**src/rtl/spwpc_pkg.sv**
```systemverilog
// package: widths, constants, item types and the arctangent table of the controller
`default_nettype none
package spwpc_pkg;

  // trig precision and derived widths
  localparam int TRIG_BITS = 16;
  localparam int TRIG_W    = TRIG_BITS + 3;
  localparam int ITER_W    = $clog2(TRIG_BITS);
  localparam int Z_W       = 33;
  localparam int POS_W     = 16;
  localparam int DIFF_W    = 18;
  localparam int ERR_W     = 22;
  localparam int GAIN_W    = 16;
  localparam int TOL_W     = 15;
  localparam int SIDE_W    = 14;
  localparam int UP_W      = 15;
  localparam int MUL_A_W   = ERR_W;
  localparam int MUL_B_W   = (TRIG_W > GAIN_W + 1) ? TRIG_W : GAIN_W + 1;
  localparam int PROD_W    = MUL_A_W + MUL_B_W;
  localparam int ACC_W     = PROD_W + 1;

  // start value of the rotation, scaled cordic gain
  localparam longint unsigned TRIG_X0 =
    (64'd2608131496 + (64'd1 << (31 - TRIG_BITS))) >> (32 - TRIG_BITS);

  // phases
  localparam int PHASE_W = 4;
  localparam logic [PHASE_W-1:0] PH_STAND = 4'd0;
  localparam logic [PHASE_W-1:0] PH_FIRST = 4'd1;
  localparam logic [PHASE_W-1:0] PH_DONE  = 4'd9;

  // configuration port
  localparam int CFG_IDX_W  = 3;
  localparam int CFG_DATA_W = 16;
  localparam logic [CFG_IDX_W-1:0] CFG_GAIN_FWD  = 3'd0;
  localparam logic [CFG_IDX_W-1:0] CFG_GAIN_TURN = 3'd1;
  localparam logic [CFG_IDX_W-1:0] CFG_TOL_POS   = 3'd2;
  localparam logic [CFG_IDX_W-1:0] CFG_TOL_LAT   = 3'd3;
  localparam logic [CFG_IDX_W-1:0] CFG_SIDE      = 3'd4;
  localparam logic [CFG_IDX_W-1:0] CFG_STAND     = 3'd5;

  localparam logic [GAIN_W-1:0] RST_GAIN_FWD  = 16'd26214;
  localparam logic [GAIN_W-1:0] RST_GAIN_TURN = 16'd13107;
  localparam logic [TOL_W-1:0]  RST_TOL_POS   = 15'd205;
  localparam logic [TOL_W-1:0]  RST_TOL_LAT   = 15'd410;
  localparam logic [SIDE_W-1:0] RST_SIDE      = 14'd4096;
  localparam logic [UP_W-1:0]   RST_STAND     = 15'd819;

  // item payloads
  typedef struct packed {
    logic                    mode;
    logic signed [POS_W-1:0] pos_x;
    logic signed [POS_W-1:0] pos_y;
    logic signed [POS_W-1:0] heading;
  } in_item_t;

  typedef struct packed {
    logic signed [15:0]   cmd_forward;
    logic signed [15:0]   cmd_left;
    logic [UP_W-1:0]      cmd_up;
    logic                 special_cmd;
    logic                 standup_cmd;
    logic [PHASE_W-1:0]   phase_out;
    logic                 last;
  } out_item_t;

  // datapath operations
  typedef enum logic [3:0] {
    OP_NONE,
    OP_POSE,
    OP_TRIG_INIT,
    OP_TRIG_STEP,
    OP_PROD_CA,
    OP_PROD_SA,
    OP_PROD_CL,
    OP_PROD_SL,
    OP_GAIN_F,
    OP_GAIN_L,
    OP_EMIT_STAND,
    OP_EMIT_DONE,
    OP_EMIT_CMD,
    OP_EMIT_STOP
  } op_e;

  typedef struct packed {
    op_e                 op;
    logic [ITER_W-1:0]   iter;
    logic [PHASE_W-1:0]  phase;
  } cmd_t;

  typedef struct packed {
    logic ok;
    logic out_space;
  } status_t;

  // arctangent of 2^-i, 2^32 equals a full turn
  function automatic logic signed [Z_W-1:0] atan_val(input logic [4:0] i);
    logic signed [Z_W-1:0] v;
    case (i)
      5'd0:  v = 33'sd536870912;
      5'd1:  v = 33'sd316933406;
      5'd2:  v = 33'sd167458907;
      5'd3:  v = 33'sd85004756;
      5'd4:  v = 33'sd42667331;
      5'd5:  v = 33'sd21354465;
      5'd6:  v = 33'sd10679838;
      5'd7:  v = 33'sd5340245;
      5'd8:  v = 33'sd2670163;
      5'd9:  v = 33'sd1335087;
      5'd10: v = 33'sd667544;
      5'd11: v = 33'sd333772;
      5'd12: v = 33'sd166886;
      5'd13: v = 33'sd83443;
      5'd14: v = 33'sd41722;
      5'd15: v = 33'sd20861;
      5'd16: v = 33'sd10430;
      5'd17: v = 33'sd5215;
      5'd18: v = 33'sd2608;
      5'd19: v = 33'sd1304;
      5'd20: v = 33'sd652;
      5'd21: v = 33'sd326;
      5'd22: v = 33'sd163;
      5'd23: v = 33'sd81;
      default: v = '0;
    endcase
    return v;
  endfunction

endpackage
`default_nettype wire

```
**src/rtl/spwpc_if.sv**
```systemverilog
// interfaces: valid/ready channels for input and result items
`default_nettype none
interface spwpc_in_if;
  logic                 valid;
  logic                 ready;
  spwpc_pkg::in_item_t  data;
  modport source (output valid, output data, input ready);
  modport sink (input valid, input data, output ready);
endinterface

interface spwpc_out_if;
  logic                 valid;
  logic                 ready;
  spwpc_pkg::out_item_t data;
  modport source (output valid, output data, input ready);
  modport sink (input valid, input data, output ready);
endinterface
`default_nettype wire

```
**src/rtl/spwpc_dp.sv**
```systemverilog
// datapath: pose and config registers, cordic unit, shared multiplier, result register
`default_nettype none
module spwpc_dp (
  input  wire logic                                clk_i,
  input  wire logic                                rst_ni,
  input  wire spwpc_pkg::cmd_t                     cmd_i,
  output spwpc_pkg::status_t                       sts_o,
  input  wire spwpc_pkg::in_item_t                 in_data_i,
  input  wire logic                                cfg_we_i,
  input  wire logic [spwpc_pkg::CFG_IDX_W-1:0]     cfg_idx_i,
  input  wire logic [spwpc_pkg::CFG_DATA_W-1:0]    cfg_data_i,
  output logic                                     out_valid_o,
  input  wire logic                                out_ready_i,
  output spwpc_pkg::out_item_t                     out_data_o
);

  localparam int TB = spwpc_pkg::TRIG_BITS;
  localparam int TW = spwpc_pkg::TRIG_W;
  localparam int ZW = spwpc_pkg::Z_W;
  localparam int DW = spwpc_pkg::DIFF_W;
  localparam int EW = spwpc_pkg::ERR_W;
  localparam int AW = spwpc_pkg::MUL_A_W;
  localparam int BW = spwpc_pkg::MUL_B_W;
  localparam int PW = spwpc_pkg::PROD_W;
  localparam int CW = spwpc_pkg::ACC_W;
  localparam int GW = spwpc_pkg::GAIN_W;
  localparam int RW = CW - 16;

  // configuration registers
  logic [GW-1:0]                     gain_fwd_q, gain_turn_q;
  logic [spwpc_pkg::TOL_W-1:0]       tol_pos_q, tol_lat_q;
  logic [spwpc_pkg::SIDE_W-1:0]      side_q;
  logic [spwpc_pkg::UP_W-1:0]        stand_q;

  always_ff @(posedge clk_i or negedge rst_ni) begin
    if (!rst_ni) begin
      gain_fwd_q  <= spwpc_pkg::RST_GAIN_FWD;
      gain_turn_q <= spwpc_pkg::RST_GAIN_TURN;
      tol_pos_q   <= spwpc_pkg::RST_TOL_POS;
      tol_lat_q   <= spwpc_pkg::RST_TOL_LAT;
      side_q      <= spwpc_pkg::RST_SIDE;
      stand_q     <= spwpc_pkg::RST_STAND;
    end else if (cfg_we_i) begin
      unique case (cfg_idx_i)
        spwpc_pkg::CFG_GAIN_FWD:  gain_fwd_q  <= cfg_data_i[GW-1:0];
        spwpc_pkg::CFG_GAIN_TURN: gain_turn_q <= cfg_data_i[GW-1:0];
        spwpc_pkg::CFG_TOL_POS:   tol_pos_q   <= cfg_data_i[spwpc_pkg::TOL_W-1:0];
        spwpc_pkg::CFG_TOL_LAT:   tol_lat_q   <= cfg_data_i[spwpc_pkg::TOL_W-1:0];
        spwpc_pkg::CFG_SIDE:      side_q      <= cfg_data_i[spwpc_pkg::SIDE_W-1:0];
        spwpc_pkg::CFG_STAND:     stand_q     <= cfg_data_i[spwpc_pkg::UP_W-1:0];
        default: ;
      endcase
    end
  end

  // pose and origin
  logic signed [spwpc_pkg::POS_W-1:0] cur_x_q, cur_y_q, org_x_q, org_y_q;
  logic [spwpc_pkg::POS_W-1:0]        head_q;
  logic                               have_org_q;

  always_ff @(posedge clk_i or negedge rst_ni) begin
    if (!rst_ni) begin
      cur_x_q    <= '0;
      cur_y_q    <= '0;
      head_q     <= '0;
      org_x_q    <= '0;
      org_y_q    <= '0;
      have_org_q <= 1'b0;
    end else if (cmd_i.op == spwpc_pkg::OP_POSE) begin
      cur_x_q <= in_data_i.pos_x;
      cur_y_q <= in_data_i.pos_y;
      head_q  <= in_data_i.heading;
      if (!have_org_q) begin
        org_x_q    <= in_data_i.pos_x;
        org_y_q    <= in_data_i.pos_y;
        have_org_q <= 1'b1;
      end
    end
  end

  // corners of the current leg and the position differences
  logic [1:0]           leg, tgt;
  logic                 rotate;
  logic signed [DW-1:0] side_s, ox, oy, sx, sy, tx, ty, cx, cy;
  logic signed [DW-1:0] ax, ay, lx, ly;

  always_comb begin
    leg    = 2'((cmd_i.phase - spwpc_pkg::PH_FIRST) >> 1);
    tgt    = leg + 2'd1;
    rotate = cmd_i.phase[0];
    side_s = DW'($signed({1'b0, side_q}));
    ox     = DW'(org_x_q);
    oy     = DW'(org_y_q);
    cx     = DW'(cur_x_q);
    cy     = DW'(cur_y_q);
    sx     = ox + ((leg == 2'd1 || leg == 2'd2) ? side_s : '0);
    sy     = oy + (leg[1] ? side_s : '0);
    tx     = ox + ((tgt == 2'd1 || tgt == 2'd2) ? side_s : '0);
    ty     = oy + (tgt[1] ? side_s : '0);
    ax     = (rotate ? sx : tx) - cx;
    ay     = (rotate ? sy : ty) - cy;
    lx     = tx - cx;
    ly     = ty - cy;
  end

  // cordic rotation, one step a cycle
  logic signed [TW-1:0] x_q, y_q, xs, ys;
  logic signed [ZW-1:0] z_q, z_init;
  logic                 neg_q, neg_init;
  logic [15:0]          head_b;
  logic signed [TW-1:0] cos_v, sin_v;

  always_comb begin
    head_b   = head_q + 16'h4000;
    neg_init = head_b[15];
    z_init   = ZW'($signed({head_q ^ {neg_init, 15'b0}, 16'b0}));
    xs       = x_q >>> cmd_i.iter;
    ys       = y_q >>> cmd_i.iter;
    cos_v    = neg_q ? -x_q : x_q;
    sin_v    = neg_q ? -y_q : y_q;
  end

  always_ff @(posedge clk_i) begin
    if (cmd_i.op == spwpc_pkg::OP_TRIG_INIT) begin
      x_q   <= TW'(spwpc_pkg::TRIG_X0);
      y_q   <= '0;
      z_q   <= z_init;
      neg_q <= neg_init;
    end else if (cmd_i.op == spwpc_pkg::OP_TRIG_STEP) begin
      if (!z_q[ZW-1]) begin
        x_q <= x_q - ys;
        y_q <= y_q + xs;
        z_q <= z_q - spwpc_pkg::atan_val(5'(cmd_i.iter));
      end else begin
        x_q <= x_q + ys;
        y_q <= y_q - xs;
        z_q <= z_q + spwpc_pkg::atan_val(5'(cmd_i.iter));
      end
    end
  end

  // shared multiplier and error / command arithmetic
  logic signed [AW-1:0] mul_a;
  logic signed [BW-1:0] mul_b;
  logic signed [PW-1:0] prod;
  logic signed [CW-1:0] acc_q, sum_along, sum_lat, sum_gain;
  logic signed [EW-1:0] along_q, lat_q;
  logic signed [RW-1:0] rnd_gain;
  logic signed [15:0]   fwd_q, left_q, sat_v;

  always_comb begin
    mul_a = '0;
    mul_b = '0;
    case (cmd_i.op)
      spwpc_pkg::OP_PROD_CA: begin mul_a = AW'(ax); mul_b = BW'(cos_v); end
      spwpc_pkg::OP_PROD_SA: begin mul_a = AW'(ay); mul_b = BW'(sin_v); end
      spwpc_pkg::OP_PROD_CL: begin mul_a = AW'(ly); mul_b = BW'(cos_v); end
      spwpc_pkg::OP_PROD_SL: begin mul_a = AW'(lx); mul_b = BW'(sin_v); end
      spwpc_pkg::OP_GAIN_F: begin
        mul_a = AW'(along_q);
        mul_b = BW'($signed({1'b0, gain_fwd_q}));
      end
      spwpc_pkg::OP_GAIN_L: begin
        mul_a = AW'(lat_q);
        mul_b = BW'($signed({1'b0, gain_turn_q}));
      end
      default: ;
    endcase
    prod      = mul_a * mul_b;
    sum_along = acc_q + CW'(prod) + (CW'(1) <<< (TB - 1));
    sum_lat   = acc_q - CW'(prod) + (CW'(1) <<< (TB - 1));
    sum_gain  = CW'(prod) + (CW'(1) <<< 15);
    rnd_gain  = RW'(sum_gain >>> 16);
    if (rnd_gain > RW'(32767))       sat_v = 16'sh7fff;
    else if (rnd_gain < -RW'(32768)) sat_v = -16'sh8000;
    else                             sat_v = 16'(rnd_gain);
  end

  always_ff @(posedge clk_i) begin
    case (cmd_i.op)
      spwpc_pkg::OP_PROD_CA, spwpc_pkg::OP_PROD_CL: acc_q <= CW'(prod);
      spwpc_pkg::OP_PROD_SA: along_q <= EW'(sum_along >>> TB);
      spwpc_pkg::OP_PROD_SL: lat_q   <= EW'(sum_lat >>> TB);
      spwpc_pkg::OP_GAIN_F:  fwd_q   <= sat_v;
      spwpc_pkg::OP_GAIN_L:  left_q  <= sat_v;
      default: ;
    endcase
  end

  // tolerance check
  logic signed [EW:0] abs_along, abs_lat;

  always_comb begin
    abs_along     = along_q[EW-1] ? -(EW+1)'(along_q) : (EW+1)'(along_q);
    abs_lat       = lat_q[EW-1] ? -(EW+1)'(lat_q) : (EW+1)'(lat_q);
    sts_o.ok      = (abs_along <= (EW+1)'($signed({1'b0, tol_pos_q}))) &&
                    (abs_lat <= (EW+1)'($signed({1'b0, tol_lat_q})));
    sts_o.out_space = !out_valid_o || out_ready_i;
  end

  // result register
  logic                 out_valid_q;
  spwpc_pkg::out_item_t out_q, out_d;
  logic                 emit;

  always_comb begin
    emit = (cmd_i.op == spwpc_pkg::OP_EMIT_STAND) || (cmd_i.op == spwpc_pkg::OP_EMIT_DONE) ||
           (cmd_i.op == spwpc_pkg::OP_EMIT_CMD) || (cmd_i.op == spwpc_pkg::OP_EMIT_STOP);
  end

  always_ff @(posedge clk_i or negedge rst_ni) begin
    if (!rst_ni) begin
      out_valid_q <= 1'b0;
    end else if (emit) begin
      out_valid_q <= 1'b1;
    end else if (out_ready_i) begin
      out_valid_q <= 1'b0;
    end
  end

  // next result item, a stop command unless the operation says otherwise
  always_comb begin
    out_d.phase_out   = cmd_i.phase;
    out_d.cmd_forward = '0;
    out_d.cmd_left    = '0;
    out_d.cmd_up      = stand_q;
    out_d.special_cmd = 1'b0;
    out_d.standup_cmd = 1'b0;
    out_d.last        = 1'b1;
    case (cmd_i.op)
      spwpc_pkg::OP_EMIT_STAND: begin
        out_d.special_cmd = 1'b1;
        out_d.standup_cmd = 1'b1;
      end
      spwpc_pkg::OP_EMIT_DONE: begin
        out_d.cmd_up      = '0;
        out_d.special_cmd = 1'b1;
      end
      spwpc_pkg::OP_EMIT_CMD: begin
        out_d.cmd_forward = fwd_q;
        out_d.cmd_left    = left_q;
        out_d.last        = !sts_o.ok;
      end
      default: ;
    endcase
  end

  always_ff @(posedge clk_i) begin
    if (emit) begin
      out_q <= out_d;
    end
  end

  assign out_valid_o = out_valid_q;
  assign out_data_o  = out_q;

endmodule
`default_nettype wire

```
**src/rtl/spwpc_ctrl.sv**
```systemverilog
// controller: phase program and sequencing of the datapath
`default_nettype none
module spwpc_ctrl (
  input  wire logic                       clk_i,
  input  wire logic                       rst_ni,
  input  wire logic                       in_valid_i,
  input  wire logic                       in_mode_i,
  output logic                            in_ready_o,
  input  wire spwpc_pkg::status_t         sts_i,
  output spwpc_pkg::cmd_t                 cmd_o
);

  typedef enum logic [10:0] {
    S_IDLE      = 11'b000_0000_0001,
    S_TRIG      = 11'b000_0000_0010,
    S_PCA       = 11'b000_0000_0100,
    S_PSA       = 11'b000_0000_1000,
    S_PCL       = 11'b000_0001_0000,
    S_PSL       = 11'b000_0010_0000,
    S_GF        = 11'b000_0100_0000,
    S_GL        = 11'b000_1000_0000,
    S_EMIT_CMD  = 11'b001_0000_0000,
    S_EMIT_STOP = 11'b010_0000_0000,
    S_EMIT_FIX  = 11'b100_0000_0000
  } state_e;

  state_e                               state_q, state_d;
  logic [spwpc_pkg::PHASE_W-1:0]        phase_q, phase_d;
  logic [spwpc_pkg::ITER_W-1:0]         iter_q, iter_d;
  spwpc_pkg::op_e                       op;

  // next state and datapath operation
  always_comb begin
    state_d    = state_q;
    phase_d    = phase_q;
    iter_d     = iter_q;
    op         = spwpc_pkg::OP_NONE;
    in_ready_o = 1'b0;
    unique case (state_q)
      S_IDLE: begin
        in_ready_o = 1'b1;
        if (in_valid_i) begin
          if (!in_mode_i) begin
            op = spwpc_pkg::OP_POSE;
          end else begin
            op     = spwpc_pkg::OP_TRIG_INIT;
            iter_d = '0;
            if (phase_q == spwpc_pkg::PH_STAND || phase_q >= spwpc_pkg::PH_DONE) begin
              state_d = S_EMIT_FIX;
            end else begin
              state_d = S_TRIG;
            end
          end
        end
      end
      S_TRIG: begin
        op     = spwpc_pkg::OP_TRIG_STEP;
        iter_d = iter_q + 1'b1;
        if (iter_q == spwpc_pkg::ITER_W'(spwpc_pkg::TRIG_BITS - 1)) begin
          state_d = S_PCA;
        end
      end
      S_PCA: begin op = spwpc_pkg::OP_PROD_CA; state_d = S_PSA; end
      S_PSA: begin op = spwpc_pkg::OP_PROD_SA; state_d = S_PCL; end
      S_PCL: begin op = spwpc_pkg::OP_PROD_CL; state_d = S_PSL; end
      S_PSL: begin op = spwpc_pkg::OP_PROD_SL; state_d = S_GF; end
      S_GF:  begin op = spwpc_pkg::OP_GAIN_F;  state_d = S_GL; end
      S_GL:  begin op = spwpc_pkg::OP_GAIN_L;  state_d = S_EMIT_CMD; end
      S_EMIT_CMD: begin
        if (sts_i.out_space) begin
          op      = spwpc_pkg::OP_EMIT_CMD;
          state_d = sts_i.ok ? S_EMIT_STOP : S_IDLE;
        end
      end
      S_EMIT_STOP: begin
        if (sts_i.out_space) begin
          op      = spwpc_pkg::OP_EMIT_STOP;
          phase_d = phase_q + 1'b1;
          state_d = S_IDLE;
        end
      end
      S_EMIT_FIX: begin
        if (sts_i.out_space) begin
          state_d = S_IDLE;
          if (phase_q == spwpc_pkg::PH_STAND) begin
            op      = spwpc_pkg::OP_EMIT_STAND;
            phase_d = spwpc_pkg::PH_FIRST;
          end else begin
            op = spwpc_pkg::OP_EMIT_DONE;
          end
        end
      end
      default: state_d = S_IDLE;
    endcase
  end

  // state registers
  always_ff @(posedge clk_i or negedge rst_ni) begin
    if (!rst_ni) begin
      state_q <= S_IDLE;
      phase_q <= spwpc_pkg::PH_STAND;
      iter_q  <= '0;
    end else begin
      state_q <= state_d;
      phase_q <= phase_d;
      iter_q  <= iter_d;
    end
  end

  assign cmd_o.op    = op;
  assign cmd_o.iter  = iter_q;
  assign cmd_o.phase = phase_q;

endmodule
`default_nettype wire

```
**src/rtl/square_path_waypoint_p_controller_core.sv**
```systemverilog
// Square-path waypoint controller: a pose item updates the pose and gives no result.
// A control tick in a move or rotate phase runs the cordic unit step by step and
// then the shared multiplier before its first result; a stop result follows when
// both errors are within tolerance. Stand-up and done ticks give a single result.
// Reset is asynchronous, active low, and returns the phase to stand-up, clears
// the pose and origin and reloads the gains.
`default_nettype none
module square_path_waypoint_p_controller_core (
  input  wire logic                                clk_i,
  input  wire logic                                rst_ni,
  spwpc_in_if.sink                                 in_chan,
  spwpc_out_if.source                              out_chan,
  input  wire logic                                cfg_we_i,
  input  wire logic [spwpc_pkg::CFG_IDX_W-1:0]     cfg_idx_i,
  input  wire logic [spwpc_pkg::CFG_DATA_W-1:0]    cfg_data_i
);

  spwpc_pkg::cmd_t    cmd;
  spwpc_pkg::status_t sts;

  // sequencer
  spwpc_ctrl u_ctrl (
    .clk_i      (clk_i),
    .rst_ni     (rst_ni),
    .in_valid_i (in_chan.valid),
    .in_mode_i  (in_chan.data.mode),
    .in_ready_o (in_chan.ready),
    .sts_i      (sts),
    .cmd_o      (cmd)
  );

  // datapath
  spwpc_dp u_dp (
    .clk_i       (clk_i),
    .rst_ni      (rst_ni),
    .cmd_i       (cmd),
    .sts_o       (sts),
    .in_data_i   (in_chan.data),
    .cfg_we_i    (cfg_we_i),
    .cfg_idx_i   (cfg_idx_i),
    .cfg_data_i  (cfg_data_i),
    .out_valid_o (out_chan.valid),
    .out_ready_i (out_chan.ready),
    .out_data_o  (out_chan.data)
  );

endmodule
`default_nettype wire
```
**src/flat_wrapper.sv**
```systemverilog
// flat-port wrapper written by rule: the top's interface ports become plain ports
module square_path_waypoint_p_controller_core_flat 
  (clk_i, rst_ni, cfg_we_i, cfg_idx_i, cfg_data_i, in_chan_valid, in_chan_data, in_chan_ready, out_chan_valid, out_chan_data, out_chan_ready);
  spwpc_in_if in_chan_i ();
  spwpc_out_if out_chan_i ();
  input  wire logic clk_i;
  input  wire logic rst_ni;
  input  wire logic cfg_we_i;
  input  wire logic [spwpc_pkg::CFG_IDX_W-1:0] cfg_idx_i;
  input  wire logic [spwpc_pkg::CFG_DATA_W-1:0] cfg_data_i;
  input wire logic [$bits(in_chan_i.valid)-1:0] in_chan_valid;
  input wire logic [$bits(in_chan_i.data)-1:0] in_chan_data;
  output wire logic [$bits(in_chan_i.ready)-1:0] in_chan_ready;
  output wire logic [$bits(out_chan_i.valid)-1:0] out_chan_valid;
  output wire logic [$bits(out_chan_i.data)-1:0] out_chan_data;
  input wire logic [$bits(out_chan_i.ready)-1:0] out_chan_ready;
  assign in_chan_i.valid = in_chan_valid;
  assign in_chan_i.data = in_chan_data;
  assign in_chan_ready = in_chan_i.ready;
  assign out_chan_valid = out_chan_i.valid;
  assign out_chan_data = out_chan_i.data;
  assign out_chan_i.ready = out_chan_ready;
  square_path_waypoint_p_controller_core u_core (.clk_i(clk_i), .rst_ni(rst_ni), .in_chan(in_chan_i), .out_chan(out_chan_i), .cfg_we_i(cfg_we_i), .cfg_idx_i(cfg_idx_i), .cfg_data_i(cfg_data_i));
endmodule
```
**config.mk**
```make
export PLATFORM = sky130hd
export DESIGN_NAME = square_path_waypoint_p_controller_core_flat
export DESIGN_NICKNAME = d
export VERILOG_FILES = /design/src/rtl/spwpc_pkg.sv /design/src/rtl/spwpc_if.sv /design/src/rtl/spwpc_dp.sv /design/src/rtl/spwpc_ctrl.sv /design/src/rtl/square_path_waypoint_p_controller_core.sv /design/src/flat_wrapper.sv
export SDC_FILE = /design/constraint.sdc
export NUM_CORES = 2
export LEC_CHECK = 0
export BUFFER_PORTS_ARGS = -buffer_cell sky130_fd_sc_hd__buf_4
export CORE_MARGIN = 2
export CORE_UTILIZATION = 51
export DETAILED_ROUTE_END_ITERATION = 8
export GPL_TIMING_DRIVEN = 1
export PLACE_DENSITY_LB_ADDON = 0.15
export SYNTH_ARGS = -nofsm -noshare
export SYNTH_HDL_FRONTEND = slang
export SYNTH_HIERARCHICAL = 1
export SYNTH_SLANG_ARGS = --single-unit
export TNS_END_PERCENT = 20
```
**constraint.sdc**
```tcl
create_clock -name clk_i -period 13.9 [get_ports clk_i]
set_input_delay 2.085 -clock clk_i [delete_from_list [all_inputs] [get_ports clk_i]]
set_output_delay 2.085 -clock clk_i [all_outputs]
set_load 0.01 [all_outputs]
```
== Word-level counts from Yosys, hierarchy flattened ==
Memories as Yosys holds them, arrays and structs flattened.
Cells that the tools add are included.
W data, S select, Z words.

* Word-level logic and storage cells: 197
* Register bits: 432
* Output and inout bits: 56
* Memories: 2
* Bits in read-only memories: 960
* Input port bits: 73

* Equal/unequal tests: 42
* Multipliers: 1
* Shift operators: 2
* $lt $le $gt $ge: 5
* Mux-type cells: 52
* Add/subtract/negate cells: 28
* Bitwise gates (word level): 2
* Reduce and logical (&&, ||, !) cells: 30

{| class="wikitable"
|+ Memories
! memory !! depth !! width !! rd ports !! clocked after memory_dff !! write ports !! RTL line !! text
|-
| (no name shown) || 16 || 30 || 1 || 0 || 0 || spwpc_pkg.sv:99 || <nowiki>case (i)</nowiki>
|-
| (no name shown) || 16 || 30 || 1 || 0 || 0 || spwpc_pkg.sv:99 ||
|}

{| class="wikitable"
|+ Operator list
! operator !! number
|-
| $mux W33 || 9
|-
| $pmux W22 S6 || 1
|-
| $pmux W11 S10 || 1
|-
| $add A38 B17 Y38 const B || 2
|-
| $mux W19 || 4
|-
| $pmux W19 S4 || 1
|-
| $add A16 B15 Y17 || 4
|-
| $mux W11 || 6
|-
| $mux W14 || 4
|-
| $le A23 B16 Y1 || 2
|-
| $mux W23 || 2
|-
| $neg A22 Y23 || 2
|-
| $pmux W4 S11 || 1
|-
| $add A41 B17 Y42 const B || 1
|-
| $mul A22 B19 Y41 || 1
|-
| $add A19 B19 Y19 || 2
|-
| $add A38 B38 Y38 || 1
|-
| $neg A19 Y19 || 2
|-
| $sshr A19 B4 Y19 || 2
|-
| $sub A19 B19 Y19 || 2
|-
| $sub A38 B38 Y38 || 1
|-
| $mux W18 || 2
|-
| $sub A17 B16 Y18 || 2
|-
| $sub A18 B16 Y18 || 2
|-
| other kinds (50) || 105
|}

== Logic depth before layout (Yosys ltp) ==
* Depth after elaboration: 14
* Mapped depth: 71

== Modules after synthesis ==
Netlist, hierarchy kept.

{| class="wikitable"
|+ By module, submodules not included
! module !! instances !! cells each !! area an instance (µm²)
|-
| spwpc_dp || 1 || 5427 || 49304.8
|-
| spwpc_ctrl || 1 || 137 || 1286.2
|}

== Worst setup path before layout ==
Ideal clock, no wire load.

* Path type: register -> register
* Start point: reg u_core/u_ctrl/phase_q[0] (netlist bit)
* End point: reg u_core.u_dp.along_q[21] (data pin)
* Arrival time: 14.550 ns
* Stages on the path, launching flop included: 61
* Path buffers: 3
* Data required time: 13.642 ns
* Setup slack: -0.908 ns
* Period minus slack after synthesis: 14.808 ns
* Path through: dfrtp_1 clkbuf_1 inv_1 clkbuf_1 ha_1 xnor3_1 and2_1 ha_1 fa_1 inv_1 o21ai_0 maj3_1 a21o_1 a21oi_1 nand2b_1 a21boi_0 o21ai_0 xnor2_1 [... 25 more ...] a21oi_1 a2111oi_1 inv_1 ha_1 ha_1 a21o_1 a211oi_1 o2111ai_1 a31o_2 a41oi_2 a21oi_2 a41o_1 a41o_1 o211a_1 o21a_1 o21a_1 nor2_1 xnor2_1

* Word-level cells in the longest chain between the ends: 12

{| class="wikitable"
|+ Ends and longest elaborated chain
! element !! RTL line !! text
|-
| start, declared || spwpc_ctrl.sv:28 || <nowiki>logic [spwpc_pkg::PHASE_W-1:0] phase_q, phase_d;</nowiki>
|-
| start signal, assigned || spwpc_ctrl.sv:101 || <nowiki>phase_q <= spwpc_pkg::PH_STAND;</nowiki>
|-
| start signal, assigned || spwpc_ctrl.sv:105 || <nowiki>phase_q <= phase_d;</nowiki>
|-
| $sub A3 B1 Y3 || spwpc_dp.sv:88 || <nowiki>leg = 2'((cmd_i.phase - spwpc_pkg::PH_FIRST) >> 1);</nowiki>
|-
| $add A2 B1 Y2 || spwpc_dp.sv:89 || <nowiki>tgt = leg + 2'd1;</nowiki>
|-
| $eq A2 B1 Y1 or $eq A2 B2 Y1 (tied branches) || spwpc_dp.sv:98 || <nowiki>tx = ox + ((tgt == 2'd1 || tgt == 2'd2) ? side_s : '0);</nowiki>
|-
| $logic_or A1 B1 Y1 || spwpc_dp.sv:98 ||
|-
| $mux W14 || spwpc_dp.sv:98 ||
|-
| $add A16 B15 Y17 || spwpc_dp.sv:98 ||
|-
| $mux W18 || spwpc_dp.sv:100 || <nowiki>ax = (rotate ? sx : tx) - cx;</nowiki>
|-
| $sub A18 B16 Y18 || spwpc_dp.sv:100 ||
|-
| $pmux W22 S6 || spwpc_dp.sv:154 || <nowiki>case (cmd_i.op)</nowiki>
|-
| $mul A22 B19 Y41 (*) || spwpc_dp.sv:169 || <nowiki>prod = mul_a * mul_b;</nowiki>
|-
| via u_core.u_dp.prod[15] || spwpc_dp.sv:145 || <nowiki>logic signed [PW-1:0] prod;</nowiki>
|-
| $add A38 B38 Y38 (*) || spwpc_dp.sv:170 || <nowiki>sum_along = acc_q + CW'(prod) + (CW'(1) <<< (TB - 1));</nowiki>
|-
| $add A38 B17 Y38 (*) || spwpc_dp.sv:170 ||
|-
| via u_core.u_dp.sum_along[37] || spwpc_dp.sv:146 || <nowiki>logic signed [CW-1:0] acc_q, sum_along, sum_lat, sum_gain;</nowiki>
|-
| end signal, assigned || spwpc_dp.sv:182 || <nowiki>spwpc_pkg::OP_PROD_SA: along_q <= EW'(sum_along >>> TB);</nowiki>
|-
| end, declared || spwpc_dp.sv:147 || <nowiki>logic signed [EW-1:0] along_q, lat_q;</nowiki>
|}

Mark *: on every way through the listed nets, which the timed path passes. The rest lies on a longest branch.
A chain may end at the register's enable or synchronous reset.

== Final worst setup path ==
Ends and elaborated chain as after synthesis.

==> reports/metrics.csv <==
metric,value,unit
final_cell_area,0.05972,mm²
rr_worst_depth,58,
drv_cap,0,
yosysWarnings,6,
netlist-cell-type-count,111,
synth_edf_count,186,
power_density,213.6,mW/mm²
critPathMaxFanout,3,
start_util,51.40,%
finalNonFillerCells,7443,
power_frac_clock,11.2,%
arrival,13.76,ns
p_leak,27.72,nW
io-pin-count,129,
power_frac_seq,16.1,%
synth-seq-cells,432,
cts.htree.levels,2,
finalClockSkew,0.05336,ns
hp-class,reg -> reg,
remaining_drc_errors,0,
setup_viol,0,
critPathKind,reg -> reg,
p_int,0.006760,W
syn_area,0.05059,mm²
cts_buffers,52,
clkTransAtPathRegs,0.06,ns
min_period_over_period,96.13,%
max-clock-path-buffers,3,
vias,42230,
die_x,319.0,µm
drt_pass1_iterations,6,
p_comb_share,72.7,%
num-nets-final,7110,
grtUsageTotal,29.50,%
ys.flop_type,edfxtp_1,
grt_max_degree,80,
synth.avg_cell_area,9.093,µm²
crit_slowest_cell,fa_1,
fin_crit,13.36,ns
final_hold_viol_count,0,
placed_area,0.05660,mm²
end_kind,flop,
synth_top_area_share,16.42,%
core_area,0.09842,mm²
timing.slew.headroom,16.12,%
max_freq,0.07483,GHz
cp.required,14.30,ns
holdPathStages,2,
routabilityCongestion,0.9471,
yosysTopAreaCell,fa_1,
syn_to_final_growth,18.04,%
clkLatencyLatePin,0.67,ns
slew_violations,0,
cts_tree,done,
antenna_found_initial,2,
dpl.cell_count,7309,
p_switching,0.005996,W
drive_above_1_share,20.44,%
tns,0,ns
portBuffers,128,
switching_share,47.00,%
worst_slew_pin_slew,1.242,ns
synth_top_cells_by_count,"inv_1 (728), nand2_1 (554), ha_1 (508)",
cts.sinks,432,
async_flop_share,44.44,%
wl_per_cell,20.14,µm
whs,0.4928,ns
grt_pass1_vias,42500,
dp_hpwl,120.5,mm
num_rows,115,
synth_cells,5564,
clockRootBuffer,clkbuf_16,
die_h,319.0,µm
postRouteAntennaNets,0,
first_iter_violations,3029,
synthTopCellsByArea,"fa_1 (16%), ha_1 (13%), edfxtp_1 (11%)",
viasPerCell,5.674,
syn_nets,6560,
yosysSeqAreaShare,22.76,%
status,"finished, final reports clean",
hold_buffers,0,
n_antenna_cell,0,
critPathLaunchType,flop,
wl,149.9,mm
max_stage_delay,0.54,ns
peakVddDrop,0.1939,mV
grt_pass1_wl,236.8,mm
dieArea,0.1017,mm²
synth.most_common_cell,inv_1,
overflow,0,
## critical path: cells and delay by family (launching register included)
| kind | cells | cell delay, ns |
|---|---|---|
| XOR/XNOR | 4 | 0.68 |
| flip-flops | 1 | 0.41 |
| AND/OR/NAND/NOR | 8 | 1.50 |
| adder cells (fa/ha/maj) | 15 | 5.44 |
| AO/OA/AOI/OAI | 23 | 4.37 |
| buffers and inverters | 8 | 0.72 |
## kinds of logic (layout without fill, tap and decap cells)
logic type      after synthesis  count (layout)  share of synthesized area (%)
simple gates               1503            1503                          14.38
compound gates             1130            1130                          14.14
buf+inv                     955            1547                          7.224
fa+ha+maj                   929             929                          29.10
flops                       432             432                          22.76
xor+xnor                    391             391                          6.811
mux                         224             224                          5.577
## state kept, by name, summed over array words and instances, names as in the netlist, 19 cells and up
name and count:
u_core/u_dp/z_q 33, u_core/u_dp/out_data_o 54, u_core/u_dp/lat_q 22, u_core/u_dp/along_q 22
u_core/u_dp/y_q 19, u_core/u_dp/x_q 19, u_core/u_dp/acc_q 38
## layout make-up
| class | count | area [µm²] |
|---|---|---|
| Clock buffer | 65 | 1434 |
| Clock inverter | 31 | 335.3 |
| Fill cell | 8618 | 38700 |
| Inverter | 734 | 2755 |
| Multi-Input combinational cell | 4177 | 36560 |
| Sequential cell | 432 | 11520 |
| Tap cell | 1287 | 1610 |
| Timing Repair Buffer | 717 | 5512 |
## cell usage in the layout (no fill, tap or decap), types with 55 or more instances in the layout
cell type    n
a21o_1      73
a21oi_1    271
and2_1     148
buf_4      703
clkbuf_16   55
dfrtp_1    154
edfxtp_1   186
fa_1       410
ha_1       479
inv_1      715
mux2_2     149
nand2_1    549
nand2b_1    56
nand3_1     59
nor2_1     330
nor2b_1     59
nor3_1      74
o21ai_0    291
xnor2_1    255
xor2_1     125
## path summary, 6_finish.rpt
check,startpoint,to,slack [ns]
worst min-delay path,u_core/u_dp/z_q[8],u_core/u_dp/z_q[8],0.49
min in group asynchronous,rst_ni,u_core/u_dp/org_x_q[3],1.43
max in group asynchronous,rst_ni,u_core/u_dp/tol_pos_q[8],11.13
worst max-delay path,u_core/u_ctrl/phase_q[0],u_core/u_dp/along_q[21],0.54
worst max register to register,u_core/u_ctrl/phase_q[0],u_core/u_dp/along_q[21],0.54
worst min register to register,u_core/u_dp/z_q[8],u_core/u_dp/z_q[8],0.49
## what timing repair did
item	4_1_cts	5_1_grt
setup buffers	3	35
setup endpoints to repair	36	63
resized for setup	19	208
pin swaps	4	148
## through the flow
step	util, %	worst slack (ns)	power (W)
after floorplan	-	0.008173	0.007947
after global placement	57.51	-0.1272	0.01080
after detailed placement	57.51	-0.1915	0.01091
after CTS	59.41	0.003769	0.01244
after global routing	60.68	-0.06052	0.01379
final	60.68	0.5372	0.01276
## power groups by stage
stage / combinational, W / sequential [W] / clock [W]
6_report: 0.00928 / 0.00205 / 0.00143
3_5_place_dp: 0.00885 / 0.00206 / 0
2_1_floorplan: 0.00603 / 0.00192 / 0
3_3_place_gp: 0.00874 / 0.00206 / 0
4_1_cts: 0.00894 / 0.00204 / 0.00146
5_1_grt: 0.0102 / 0.00209 / 0.00151
## metal layers
layer	track usage (%)	vias up	part of all wire, %
met5	0	-	0
met4	9.403	0	3.3
met3	3.620	236	5.7
met2	48.62	1196	47
met1	40.50	20840	44
li1	-	19960	-
Power figures use the tool's default switching activity.
